===== config.mk =====
export PLATFORM = sky130hd
export DESIGN_NAME = ata_pio_command_issuer_unit
export DESIGN_NICKNAME = d
export VERILOG_FILES = /design/src/rtl/apci_pkg.sv /design/src/rtl/apci_cfg_regs.sv /design/src/rtl/apci_setup.sv /design/src/rtl/apci_emit.sv /design/src/rtl/ata_pio_command_issuer_unit.sv
export VERILOG_INCLUDE_DIRS = /design/src /design/src/rtl
export SDC_FILE = /design/constraint.sdc
export NUM_CORES = 1
export LEC_CHECK = 0
export ABC_CLOCK_PERIOD_IN_PS = 7600
export BUFFER_PORTS_ARGS = -buffer_cell sky130_fd_sc_hd__buf_4
export CAP_MARGIN = 30
export CORE_MARGIN = 2
export CORE_UTILIZATION = 55
export DETAILED_ROUTE_END_ITERATION = 8
export HOLD_SLACK_MARGIN = 0.1
export PLACE_DENSITY = 0.73
export SLEW_MARGIN = 20
export SYNTH_ARGS = -nofsm -noshare
export SYNTH_HDL_FRONTEND = slang
export SYNTH_SLANG_ARGS = --single-unit

===== constraint.sdc =====
create_clock -name clk -period 7.6 [get_ports clk]
set_clock_uncertainty 0.1 [all_clocks]
set_input_delay 0.76 -clock clk [delete_from_list [all_inputs] [get_ports clk]]
set_output_delay 0.76 -clock clk [all_outputs]
set_load 0.1 [all_outputs]

===== src/rtl/ata_pio_command_issuer_unit_assert.svh =====
// ----------------------------------------------------------------------------
// ATA PIO command issuer assertion macros
// Concurrent check wrappers; they compile to nothing in synthesis.
// ----------------------------------------------------------------------------
`ifndef ATA_PIO_COMMAND_ISSUER_UNIT_ASSERT_SVH
`define ATA_PIO_COMMAND_ISSUER_UNIT_ASSERT_SVH
`ifndef SYNTHESIS
// same-cycle implication
`define APCI_ASSERT_IMPLY(label, clk, rst_n, ante, cons) \
	label: assert property (@(posedge clk) disable iff (!rst_n) (ante) |-> (cons)) \
		else $error("apci assertion failed");
// next-cycle implication
`define APCI_ASSERT_NEXT(label, clk, rst_n, ante, cons) \
	label: assert property (@(posedge clk) disable iff (!rst_n) (ante) |=> (cons)) \
		else $error("apci assertion failed");
`else
`define APCI_ASSERT_IMPLY(label, clk, rst_n, ante, cons)
`define APCI_ASSERT_NEXT(label, clk, rst_n, ante, cons)
`endif
`endif


===== src/rtl/apci_pkg.sv =====
`timescale 1ns / 1ps
`default_nettype none
// ----------------------------------------------------------------------------
// ATA PIO command issuer package
// Shared types and task-file constants.
// ----------------------------------------------------------------------------
package apci_pkg;

	// configuration register indexes
	localparam logic [2:0] CFG_SIZE0 = 3'd0;
	localparam logic [2:0] CFG_SIZE1 = 3'd1;
	localparam logic [2:0] CFG_SIZE2 = 3'd2;
	localparam logic [2:0] CFG_SIZE3 = 3'd3;
	localparam logic [2:0] CFG_LBA28 = 3'd4;
	localparam logic [2:0] CFG_LOC   = 3'd5;
	localparam logic [2:0] CFG_IRQ   = 3'd6;

	localparam logic [7:0] LOC_RESET = 8'hE4;

	// division by 63 via reciprocal: q0 = (n * RECIP_63) >> RECIP_SHIFT
	// gives the quotient or one less
	localparam logic [31:0] RECIP_63    = 32'd2181570690;
	localparam int          RECIP_SHIFT = 37;
	localparam int          QEST_W      = 64 - RECIP_SHIFT;
	localparam logic [6:0]  CHS_SPT     = 7'd63;

	// task-file bytes
	localparam logic [7:0] DEVSEL_CHS    = 8'hA0;
	localparam logic [7:0] DEVSEL_LBA    = 8'hE0;
	localparam logic [7:0] CTL_HOB       = 8'h80;
	localparam logic [7:0] CMD_READ      = 8'h20;
	localparam logic [7:0] CMD_WRITE     = 8'h30;
	localparam logic [7:0] CMD_READ_EXT  = 8'h24;
	localparam logic [7:0] CMD_WRITE_EXT = 8'h34;

	// port offsets
	localparam logic [2:0] OFS_DEVCTL  = 3'd0;
	localparam logic [2:0] OFS_SECCNT  = 3'd2;
	localparam logic [2:0] OFS_LBA0    = 3'd3;
	localparam logic [2:0] OFS_LBA1    = 3'd4;
	localparam logic [2:0] OFS_LBA2    = 3'd5;
	localparam logic [2:0] OFS_DEVHEAD = 3'd6;
	localparam logic [2:0] OFS_CMD     = 3'd7;

	localparam logic BLK_CMD = 1'b0;
	localparam logic BLK_CTL = 1'b1;

	// emit sequence steps: LBA48 runs 0..17, others run 0 then 13..17
	localparam logic [4:0] STEP_FIRST    = 5'd0;
	localparam logic [4:0] STEP_LBA_TAIL = 5'd13;
	localparam logic [4:0] STEP_LAST     = 5'd17;

	typedef struct packed {
		logic [3:0][31:0] size;
		logic [3:0]       lba28_mask;
		logic [7:0]       location;
		logic             irq_disable;
	} cfg_t;

	// one prepared request, ready for emission
	typedef struct packed {
		logic       err;
		logic       lba48;
		logic       ch;
		logic [7:0] ctl;
		logic [7:0] devsel;
		logic [7:0] lba_hi;
		logic [7:0] cnt;
		logic [7:0] lba0;
		logic [7:0] lba1;
		logic [7:0] lba2;
		logic [7:0] cmd;
	} job_t;

	typedef struct packed {
		logic       write_valid;
		logic       channel;
		logic       port_block;
		logic [2:0] port_offset;
		logic [7:0] write_data;
		logic       error;
		logic       last;
	} res_t;

endpackage
`default_nettype wire


===== src/rtl/apci_cfg_regs.sv =====
`timescale 1ns / 1ps
`default_nettype none
// ----------------------------------------------------------------------------
// ATA PIO command issuer configuration registers
// Write-only register file: drive sizes, LBA28 mask, locations, nIEN.
// ----------------------------------------------------------------------------
module apci_cfg_regs
	import apci_pkg::*;
(
	input  wire logic        clk,
	input  wire logic        arst_n,
	input  wire logic        cfg_we,
	input  wire logic [2:0]  cfg_index,
	input  wire logic [31:0] cfg_wdata,
	output cfg_t             cfg
);

	cfg_t cfg_q;

	// register writes; unknown index is ignored
	always_ff @(posedge clk or negedge arst_n) begin
		if (!arst_n) begin
			cfg_q.size        <= '0;
			cfg_q.lba28_mask  <= '0;
			cfg_q.location    <= LOC_RESET;
			cfg_q.irq_disable <= 1'b0;
		end else if (cfg_we) begin
			unique case (cfg_index)
				CFG_SIZE0: cfg_q.size[0]      <= cfg_wdata;
				CFG_SIZE1: cfg_q.size[1]      <= cfg_wdata;
				CFG_SIZE2: cfg_q.size[2]      <= cfg_wdata;
				CFG_SIZE3: cfg_q.size[3]      <= cfg_wdata;
				CFG_LBA28: cfg_q.lba28_mask   <= cfg_wdata[3:0];
				CFG_LOC:   cfg_q.location     <= cfg_wdata[7:0];
				CFG_IRQ:   cfg_q.irq_disable  <= cfg_wdata[0];
				default: begin
				end
			endcase
		end
	end

	assign cfg = cfg_q;

endmodule
`default_nettype wire


===== src/rtl/apci_setup.sv =====
`timescale 1ns / 1ps
`default_nettype none
// ----------------------------------------------------------------------------
// ATA PIO command issuer request setup
// Two-stage pipeline: input register, reciprocal multiply, then range check,
// mode choice and task-file byte formation.
// ----------------------------------------------------------------------------
module apci_setup
	import apci_pkg::*;
(
	input  wire logic        clk,
	input  wire logic        arst_n,
	input  wire logic        in_valid,
	output logic             in_ready,
	input  wire logic        in_action,
	input  wire logic [1:0]  in_drive,
	input  wire logic [31:0] in_lba,
	input  wire logic [7:0]  in_cnt,
	input  wire cfg_t        cfg,
	output logic             job_valid,
	input  wire logic        job_ready,
	output job_t             job
);

	logic              valid_s1, valid_s2;
	logic              action_s1, action_s2;
	logic [1:0]        drive_s1, drive_s2;
	logic [31:0]       lba_s1, lba_s2;
	logic [7:0]        cnt_s1, cnt_s2;
	logic [QEST_W-1:0] qest_s2;
	logic [63:0]       prod;
	logic              adv1, adv2;

	assign adv2     = !valid_s2 || job_ready;
	assign adv1     = !valid_s1 || adv2;
	assign in_ready = adv1;

	always_ff @(posedge clk or negedge arst_n) begin
		if (!arst_n) begin
			valid_s1 <= 1'b0;
			valid_s2 <= 1'b0;
		end else begin
			if (adv1) valid_s1 <= in_valid;
			if (adv2) valid_s2 <= valid_s1;
		end
	end

	// quotient estimate for CHS
	assign prod = 64'(lba_s1) * 64'(RECIP_63);

	always_ff @(posedge clk) begin
		if (adv1 && in_valid) begin
			action_s1 <= in_action;
			drive_s1  <= in_drive;
			lba_s1    <= in_lba;
			cnt_s1    <= in_cnt;
		end
		if (adv2 && valid_s1) begin
			action_s2 <= action_s1;
			drive_s2  <= drive_s1;
			lba_s2    <= lba_s1;
			cnt_s2    <= cnt_s1;
			qest_s2   <= prod[63:RECIP_SHIFT];
		end
	end

	// stage 2: correct quotient, range check, task-file bytes
	logic [31:0]       q63x;
	logic [6:0]        rem0;
	logic              fix;
	logic [QEST_W-1:0] quot;
	logic [5:0]        rem;
	logic [32:0]       end_blk;
	logic              lba48, lba28;
	logic [3:0]        head;
	logic              slave;

	assign q63x    = {qest_s2[QEST_W-7:0], 6'b0} - 32'(qest_s2);
	assign rem0    = 7'(lba_s2 - q63x);
	assign fix     = rem0 >= CHS_SPT;
	assign quot    = qest_s2 + QEST_W'(fix);
	assign rem     = fix ? 6'(rem0 - CHS_SPT) : rem0[5:0];
	assign end_blk = {1'b0, lba_s2} + 33'(cnt_s2);
	assign lba48   = |lba_s2[31:28];
	assign lba28   = cfg.lba28_mask[drive_s2];
	assign slave   = cfg.location[{drive_s2, 1'b0}];

	always_comb begin
		if (lba48)      head = 4'd0;
		else if (lba28) head = lba_s2[27:24];
		else            head = quot[3:0];
	end

	always_comb begin
		job.err    = end_blk > {1'b0, cfg.size[drive_s2]};
		job.lba48  = lba48;
		job.ch     = cfg.location[{drive_s2, 1'b1}];
		job.ctl    = {6'b0, cfg.irq_disable, 1'b0};
		job.devsel = ((lba48 || lba28) ? DEVSEL_LBA : DEVSEL_CHS)
		             | {3'b0, slave, head};
		job.lba_hi = lba_s2[31:24];
		job.cnt    = cnt_s2;
		if (lba48 || lba28) begin
			job.lba0 = lba_s2[7:0];
			job.lba1 = lba_s2[15:8];
			job.lba2 = lba_s2[23:16];
		end else begin
			// sector is 1-based; cylinder truncated to 16 bits
			job.lba0 = {2'b0, rem} + 8'd1;
			job.lba1 = quot[11:4];
			job.lba2 = quot[19:12];
		end
		if (lba48) job.cmd = action_s2 ? CMD_WRITE_EXT : CMD_READ_EXT;
		else       job.cmd = action_s2 ? CMD_WRITE : CMD_READ;
	end

	assign job_valid = valid_s2;

endmodule
`default_nettype wire


===== src/rtl/apci_emit.sv =====
`timescale 1ns / 1ps
`default_nettype none
`include "ata_pio_command_issuer_unit_assert.svh"
// ----------------------------------------------------------------------------
// ATA PIO command issuer write sequencer
// Holds one prepared request and steps through its port writes into an
// output register, one item per cycle while the receiver accepts them.
// ----------------------------------------------------------------------------
module apci_emit
	import apci_pkg::*;
(
	input  wire logic clk,
	input  wire logic arst_n,
	input  wire logic job_valid,
	output logic      job_ready,
	input  wire job_t job,
	output logic      out_valid,
	input  wire logic out_ready,
	output res_t      out
);

	job_t       job_q;
	logic       job_valid_q;
	logic [4:0] step_q;
	res_t       out_q;
	logic       out_valid_q;
	logic       out_load;
	logic       is_last;
	logic [4:0] step_next;
	res_t       res;

	assign out_load  = job_valid_q && (!out_valid_q || out_ready);
	assign is_last   = job_q.err || (step_q == STEP_LAST);
	assign job_ready = !job_valid_q || (out_load && is_last);
	assign step_next = (step_q == STEP_FIRST && !job_q.lba48) ? STEP_LBA_TAIL
	                                                          : step_q + 5'd1;

	// control: job slot, step counter, output valid
	always_ff @(posedge clk or negedge arst_n) begin
		if (!arst_n) begin
			job_valid_q <= 1'b0;
			step_q      <= STEP_FIRST;
			out_valid_q <= 1'b0;
		end else begin
			if (job_ready) job_valid_q <= job_valid;
			if (out_load) step_q <= is_last ? STEP_FIRST : step_next;
			if (out_load)       out_valid_q <= 1'b1;
			else if (out_ready) out_valid_q <= 1'b0;
		end
	end

	always_ff @(posedge clk) begin
		if (job_ready && job_valid) job_q <= job;
		if (out_load) out_q <= res;
	end

	// write selected by step
	always_comb begin
		res.write_valid = 1'b1;
		res.channel     = job_q.ch;
		res.port_block  = BLK_CMD;
		res.port_offset = OFS_DEVHEAD;
		res.write_data  = job_q.devsel;
		res.error       = 1'b0;
		res.last        = is_last;
		unique case (step_q)
			5'd0: begin
			end
			5'd1, 5'd4, 5'd7, 5'd10: begin
				res.port_block  = BLK_CTL;
				res.port_offset = OFS_DEVCTL;
				res.write_data  = CTL_HOB | job_q.ctl;
			end
			5'd3, 5'd6, 5'd9, 5'd12: begin
				res.port_block  = BLK_CTL;
				res.port_offset = OFS_DEVCTL;
				res.write_data  = job_q.ctl;
			end
			5'd2: begin
				res.port_offset = OFS_SECCNT;
				res.write_data  = 8'd0;
			end
			5'd5: begin
				res.port_offset = OFS_LBA0;
				res.write_data  = job_q.lba_hi;
			end
			5'd8: begin
				res.port_offset = OFS_LBA1;
				res.write_data  = 8'd0;
			end
			5'd11: begin
				res.port_offset = OFS_LBA2;
				res.write_data  = 8'd0;
			end
			5'd13: begin
				res.port_offset = OFS_SECCNT;
				res.write_data  = job_q.cnt;
			end
			5'd14: begin
				res.port_offset = OFS_LBA0;
				res.write_data  = job_q.lba0;
			end
			5'd15: begin
				res.port_offset = OFS_LBA1;
				res.write_data  = job_q.lba1;
			end
			5'd16: begin
				res.port_offset = OFS_LBA2;
				res.write_data  = job_q.lba2;
			end
			5'd17: begin
				res.port_offset = OFS_CMD;
				res.write_data  = job_q.cmd;
			end
			default: begin
			end
		endcase
		// out-of-range request: single error item
		if (job_q.err) begin
			res.write_valid = 1'b0;
			res.channel     = 1'b0;
			res.port_block  = 1'b0;
			res.port_offset = 3'd0;
			res.write_data  = 8'd0;
			res.error       = 1'b1;
		end
	end

	assign out_valid = out_valid_q;
	assign out       = out_q;

	`APCI_ASSERT_IMPLY(a_step_range, clk, arst_n, job_valid_q, step_q <= STEP_LAST)
	`APCI_ASSERT_IMPLY(a_err_single, clk, arst_n, out_load && job_q.err, step_q == STEP_FIRST)
	`APCI_ASSERT_IMPLY(a_short_skip, clk, arst_n, job_valid_q && !job_q.lba48, (step_q == STEP_FIRST) || (step_q >= STEP_LBA_TAIL))
	`APCI_ASSERT_NEXT(a_step_rewind, clk, arst_n, out_load && is_last, step_q == STEP_FIRST)

endmodule
`default_nettype wire


===== src/rtl/ata_pio_command_issuer_unit.sv =====
`timescale 1ns / 1ps
`default_nettype none
// ----------------------------------------------------------------------------
// ATA PIO command issuer
// Turns a sector read/write request into the ordered task-file port writes.
// ----------------------------------------------------------------------------
// Usage:
//   s_axis carries one request per item (drive, start block, sector count;
//   tuser is the action, 0 read / 1 write). m_axis carries the resulting port
//   writes, tlast on the final one of each request. An out-of-range request
//   gives one item with the error flag in tuser and no write.
//   The cfg port writes drive sizes, LBA28 mask, drive locations and nIEN;
//   write it only while no request is in flight.
//   Path: the first item of a request passes the input register, the multiply
//   register, the job register and the output register on its way to m_axis.
//   Throughput: one output item per cycle while m_axis_tready is high; a request
//   gives 18 port writes in LBA48 mode, 6 in LBA28/CHS mode and 1 item on error.
//   Up to two further requests wait in the setup stages while one is emitted.
//   A stalled receiver holds the output register; the sequencer and the
//   pipeline behind it stall, and s_axis_tready falls once all stages fill.
//   Reset clears all valid state and restores the configuration defaults.
// ----------------------------------------------------------------------------
module ata_pio_command_issuer_unit
	import apci_pkg::*;
(
	input  wire logic        clk,
	input  wire logic        arst_n,
	// request
	input  wire logic        s_axis_tvalid,
	output logic             s_axis_tready,
	input  wire logic [47:0] s_axis_tdata,  // drive_index, start_block, sector_count
	input  wire logic [0:0]  s_axis_tuser,  // action
	// port writes
	output logic             m_axis_tvalid,
	input  wire logic        m_axis_tready,
	output logic [15:0]      m_axis_tdata,  // channel, port_block, port_offset, write_data
	output logic [1:0]       m_axis_tuser,  // write_valid, error
	output logic             m_axis_tlast,
	// configuration
	input  wire logic        cfg_we,
	input  wire logic [2:0]  cfg_index,
	input  wire logic [31:0] cfg_wdata
);

	cfg_t cfg;
	job_t job;
	logic job_valid, job_ready;
	res_t res;

	apci_cfg_regs u_cfg (
		.clk       (clk),
		.arst_n    (arst_n),
		.cfg_we    (cfg_we),
		.cfg_index (cfg_index),
		.cfg_wdata (cfg_wdata),
		.cfg       (cfg)
	);

	apci_setup u_setup (
		.clk       (clk),
		.arst_n    (arst_n),
		.in_valid  (s_axis_tvalid),
		.in_ready  (s_axis_tready),
		.in_action (s_axis_tuser[0]),
		.in_drive  (s_axis_tdata[1:0]),
		.in_lba    (s_axis_tdata[33:2]),
		.in_cnt    (s_axis_tdata[41:34]),
		.cfg       (cfg),
		.job_valid (job_valid),
		.job_ready (job_ready),
		.job       (job)
	);

	apci_emit u_emit (
		.clk       (clk),
		.arst_n    (arst_n),
		.job_valid (job_valid),
		.job_ready (job_ready),
		.job       (job),
		.out_valid (m_axis_tvalid),
		.out_ready (m_axis_tready),
		.out       (res)
	);

	// output packing
	assign m_axis_tdata = {3'b0, res.write_data, res.port_offset, res.port_block, res.channel};
	assign m_axis_tuser = {res.error, res.write_valid};
	assign m_axis_tlast = res.last;

endmodule
`default_nettype wire


==> flow_summary.yaml <==
global_routing:
  grt_pass1_vias: 13100
  overflow: 0
  grt_pass1_wl_mm: 72.7
  antenna_found_initial: 0
  grt_max_degree: 65
  grt_usage_pct: 24.3
placed_design:
  io_buffer_count: 100
  gp_congestion: 0.932
  pre_cts_slack_ns: 1.12
  hpwl_mm: 35.3
die:
  dieWidth_um: 198
  start_util_pct: 56.2
  ios: 110
  core-area_um2: 36800
  die_h_um: 198
  row_count: 70
  die-area_um2: 39100
logic_synthesis:
  synth_area_per_cell_um2: 12.3
  synth_edf_count: 173
  syn_inst: 1678
  synthDistinctLibCells: 72
  synth_compound_area_share_pct: 6.92
  synthXorXnorAreaFrac_pct: 3.60
  ys_ff_latch: 323
  synth_mux_area_share_pct: 11.7
  synthAdderAreaFrac_pct: 23.0
  synth_area_um2: 20700
  ys_warn_count: 0
  async_flop_share_pct: 46.4
  synth_ff_type: "edfxtp_1"
  seq_area_frac_synth_pct: 43.3
  yosys.area_share.simple_pct: 6.14
  synth_top_family_by_area: "adder cells"
final_layout:
  most-common-layout-cells: "ha_1, inv_1, edfxtp_1"
  area_growth_syn_to_layout_pct: 12.5
  drive_above_1_share_pct: 20.5
  nets: 2218
  diodes: 0
  final_common_cell: "ha_1"
  n_fill_cell: 2786
pwr:
  intPower_mw: 5.87
  comb_power_share_pct: 54.9
  peakVddDrop_mv: 0.356
  pwr-share-clk_pct: 17.7
  powerDensity_nw_per_um2: 429
  power.switching_fraction_pct: 41.2
  seqPwrFrac_pct: 27.4
  p_sw_mw: 4.11
  p_leak_nw: 10.6
sta:
  relSlewSlack_pct: 41.5
  post-route-period-util_pct: 84.4
  final.min_clock_period_ns: 6.42
  holdWs_ns: 0.0884
  timing.setup.tns_ns: 0
  drv_slew: 0
  tightest_slew_ns: 0.877
  max_freq_mhz: 156
  rsz0062_at_grt: "no"
  setup_viol: 0
  hold_viol: 0
  layout_setup_ws_ns: 1.18
cts:
  h-tree-depth: 2
  tritoncts: "yes"
  cts_resized: 0
  cts-root-buf: "clkbuf_16"
  clkLatencyLatePin_ns: 0.56
  cts_made_buffers: 36
  clock-sinks: 323
  holdBufCountCts: 0
  cts_setup_buffers: 0
  clockBufferDepth: 3
  clkTransAtPathRegs_ns: 0.06
routing:
  antenna_left: 0
  wl_per_cell_um: 20.1
  num_vias: 13100
  drc_errors: 0
  routed_wirelength_mm: 45.9
  drtIter0Drc: 1143
  firstDrtPassIters: 7
  viasPerCell: 5.72
critical_path:
  worst_setup_path_end_kind: "register"
  critical_path_class: "register to register"
  cp_max_fo: 4
  startpoint_type: "register"
  worstPathRequired_ns: 7.79
  worstPathArrival_ns: 6.60
status:
  status: "completed"
job:
  drv_cap: 0
hold_path:
  hp-class: "primary input to asynchronous set/reset pin"
==> layer usage <==
layer	global-route usage (%)	share of wire, %	up-vias	routed length [um]
met5	0	0	-	0
met4	6.79	2.2	0	988
met3	3.30	6.0	54	2770
met1	34.5	45	6485	20500
met2	39.3	47	366	21600
li1	-	-	6195	-
==> power groups by stage <==
stage / clock (mW) / sequential [mW] / combinational, mW
after floorplan: 0 / 2.79 / 4.05
after global placement: 0 / 2.74 / 5.28
after detailed placement: 0 / 2.76 / 5.42
after CTS: 1.79 / 2.73 / 5.49
after global routing: 1.87 / 2.78 / 6.19
final: 1.77 / 2.73 / 5.48
==> state kept, by name (all words and copies together) (netlist names) <==
| name | flops |
|---|---|
| u_setup.action_s2 | 1 |
| u_setup.drive_s1 | 2 |
| u_emit.out_valid | 1 |
| u_setup.drive_s2 | 2 |
| u_setup.lba_s1 | 32 |
| u_setup.qest_s2 | 20 |
| u_emit.out | 16 |
| u_emit.job_q | 51 |
| u_setup.valid_s1 | 1 |
| u_setup.lba_s2 | 32 |
| u_setup.action_s1 | 1 |
| u_setup.cnt_s1 | 8 |
| u_emit.step_q | 5 |
| u_emit.job_valid_q | 1 |
| u_setup.cnt_s2 | 8 |
| u_cfg.cfg | 141 |
| u_setup.job_valid | 1 |
==> worst max-delay path, cell delays in order (launching register included) <==
cell,delay (ns)
edfxtp_1,0.45
ha_1,0.35
inv_1,0.10
fa_1,0.58
fa_1,0.46
fa_1,0.56
inv_1,0.06
fa_1,0.47
ha_1,0.31
ha_1,0.32
o21ai_0,0.23
o22ai_1,0.12
nor4_2,0.24
o2111ai_1,0.21
a311oi_2,0.64
a21oi_2,0.22
o211ai_2,0.21
a21boi_1,0.14
a311o_1,0.39
==> worst paths after layout <==
path                                      from                  end  slack (ns)  cells past startpoint
setup / recovery             u_setup.lba_s1[7]  u_setup.qest_s2[13]        1.18                     18
hold / removal                          arst_n     u_setup.valid_s1        0.09                      1
setup reg to reg             u_setup.lba_s1[7]  u_setup.qest_s2[13]        1.18                     18
hold reg to reg            u_setup.drive_s1[1]  u_setup.drive_s2[1]        0.32                      0
max in group asynchronous               arst_n         u_cfg.cfg[8]        6.07                      3
min in group clk              s_axis_tdata[21]   u_setup.lba_s1[19]        0.28                      1
==> cell usage after synthesis (15+ instances only) <==
library cell    n  area, um2
nor2b_1        15       93.8
xor2_1         31        272
nand4_1        20        125
dfrtp_1       146       3650
xnor2_1        54        473
fa_1           74       1480
nand2b_1       15       93.8
ha_1          262       3280
edfxtp_1      173       5190
nor2_1         53        199
mux4_2         35        788
o21ai_0        57        285
a21o_1         21        158
inv_1         241        905
nand2_1        69        259
clkbuf_1       35        131
nand3_1        27        135
mux2_2        141       1590
a21oi_1        47        235
==> cells by family after synthesis <==
| family | Yosys count |
|---|---|
| fa+ha+maj | 336 |
| flops | 323 |
| compound gates | 214 |
| buf+inv | 284 |
| simple gates | 254 |
| other cells | 1 |
| xor+xnor | 85 |
| mux | 181 |
==> layout make-up <==
class	count	area, um2	area share, %
flip-flops and latches	323	8950	38.5
repair buffers	117	927	3.99
well taps	468	586	2.52
inverters	242	908	3.91
clock inverters	21	194	0.834
clock buffers	45	1020	4.38
multi-input cells	1073	10700	45.9
==> per-stage QoR <==
stage          cells  area [um2]  util (%)  power (mW)
6_report        2289       23200      63.2        9.98
3_5_place_dp    2222       22000      59.9        8.18
5_1_grt         2289       23200      63.2        10.8
2_1_floorplan   1680       20700         -        6.85
4_1_cts         2288       23200      63.2        10.0
3_3_place_gp    2219       22000      59.7        8.02
(Power assumes the default switching activity.)
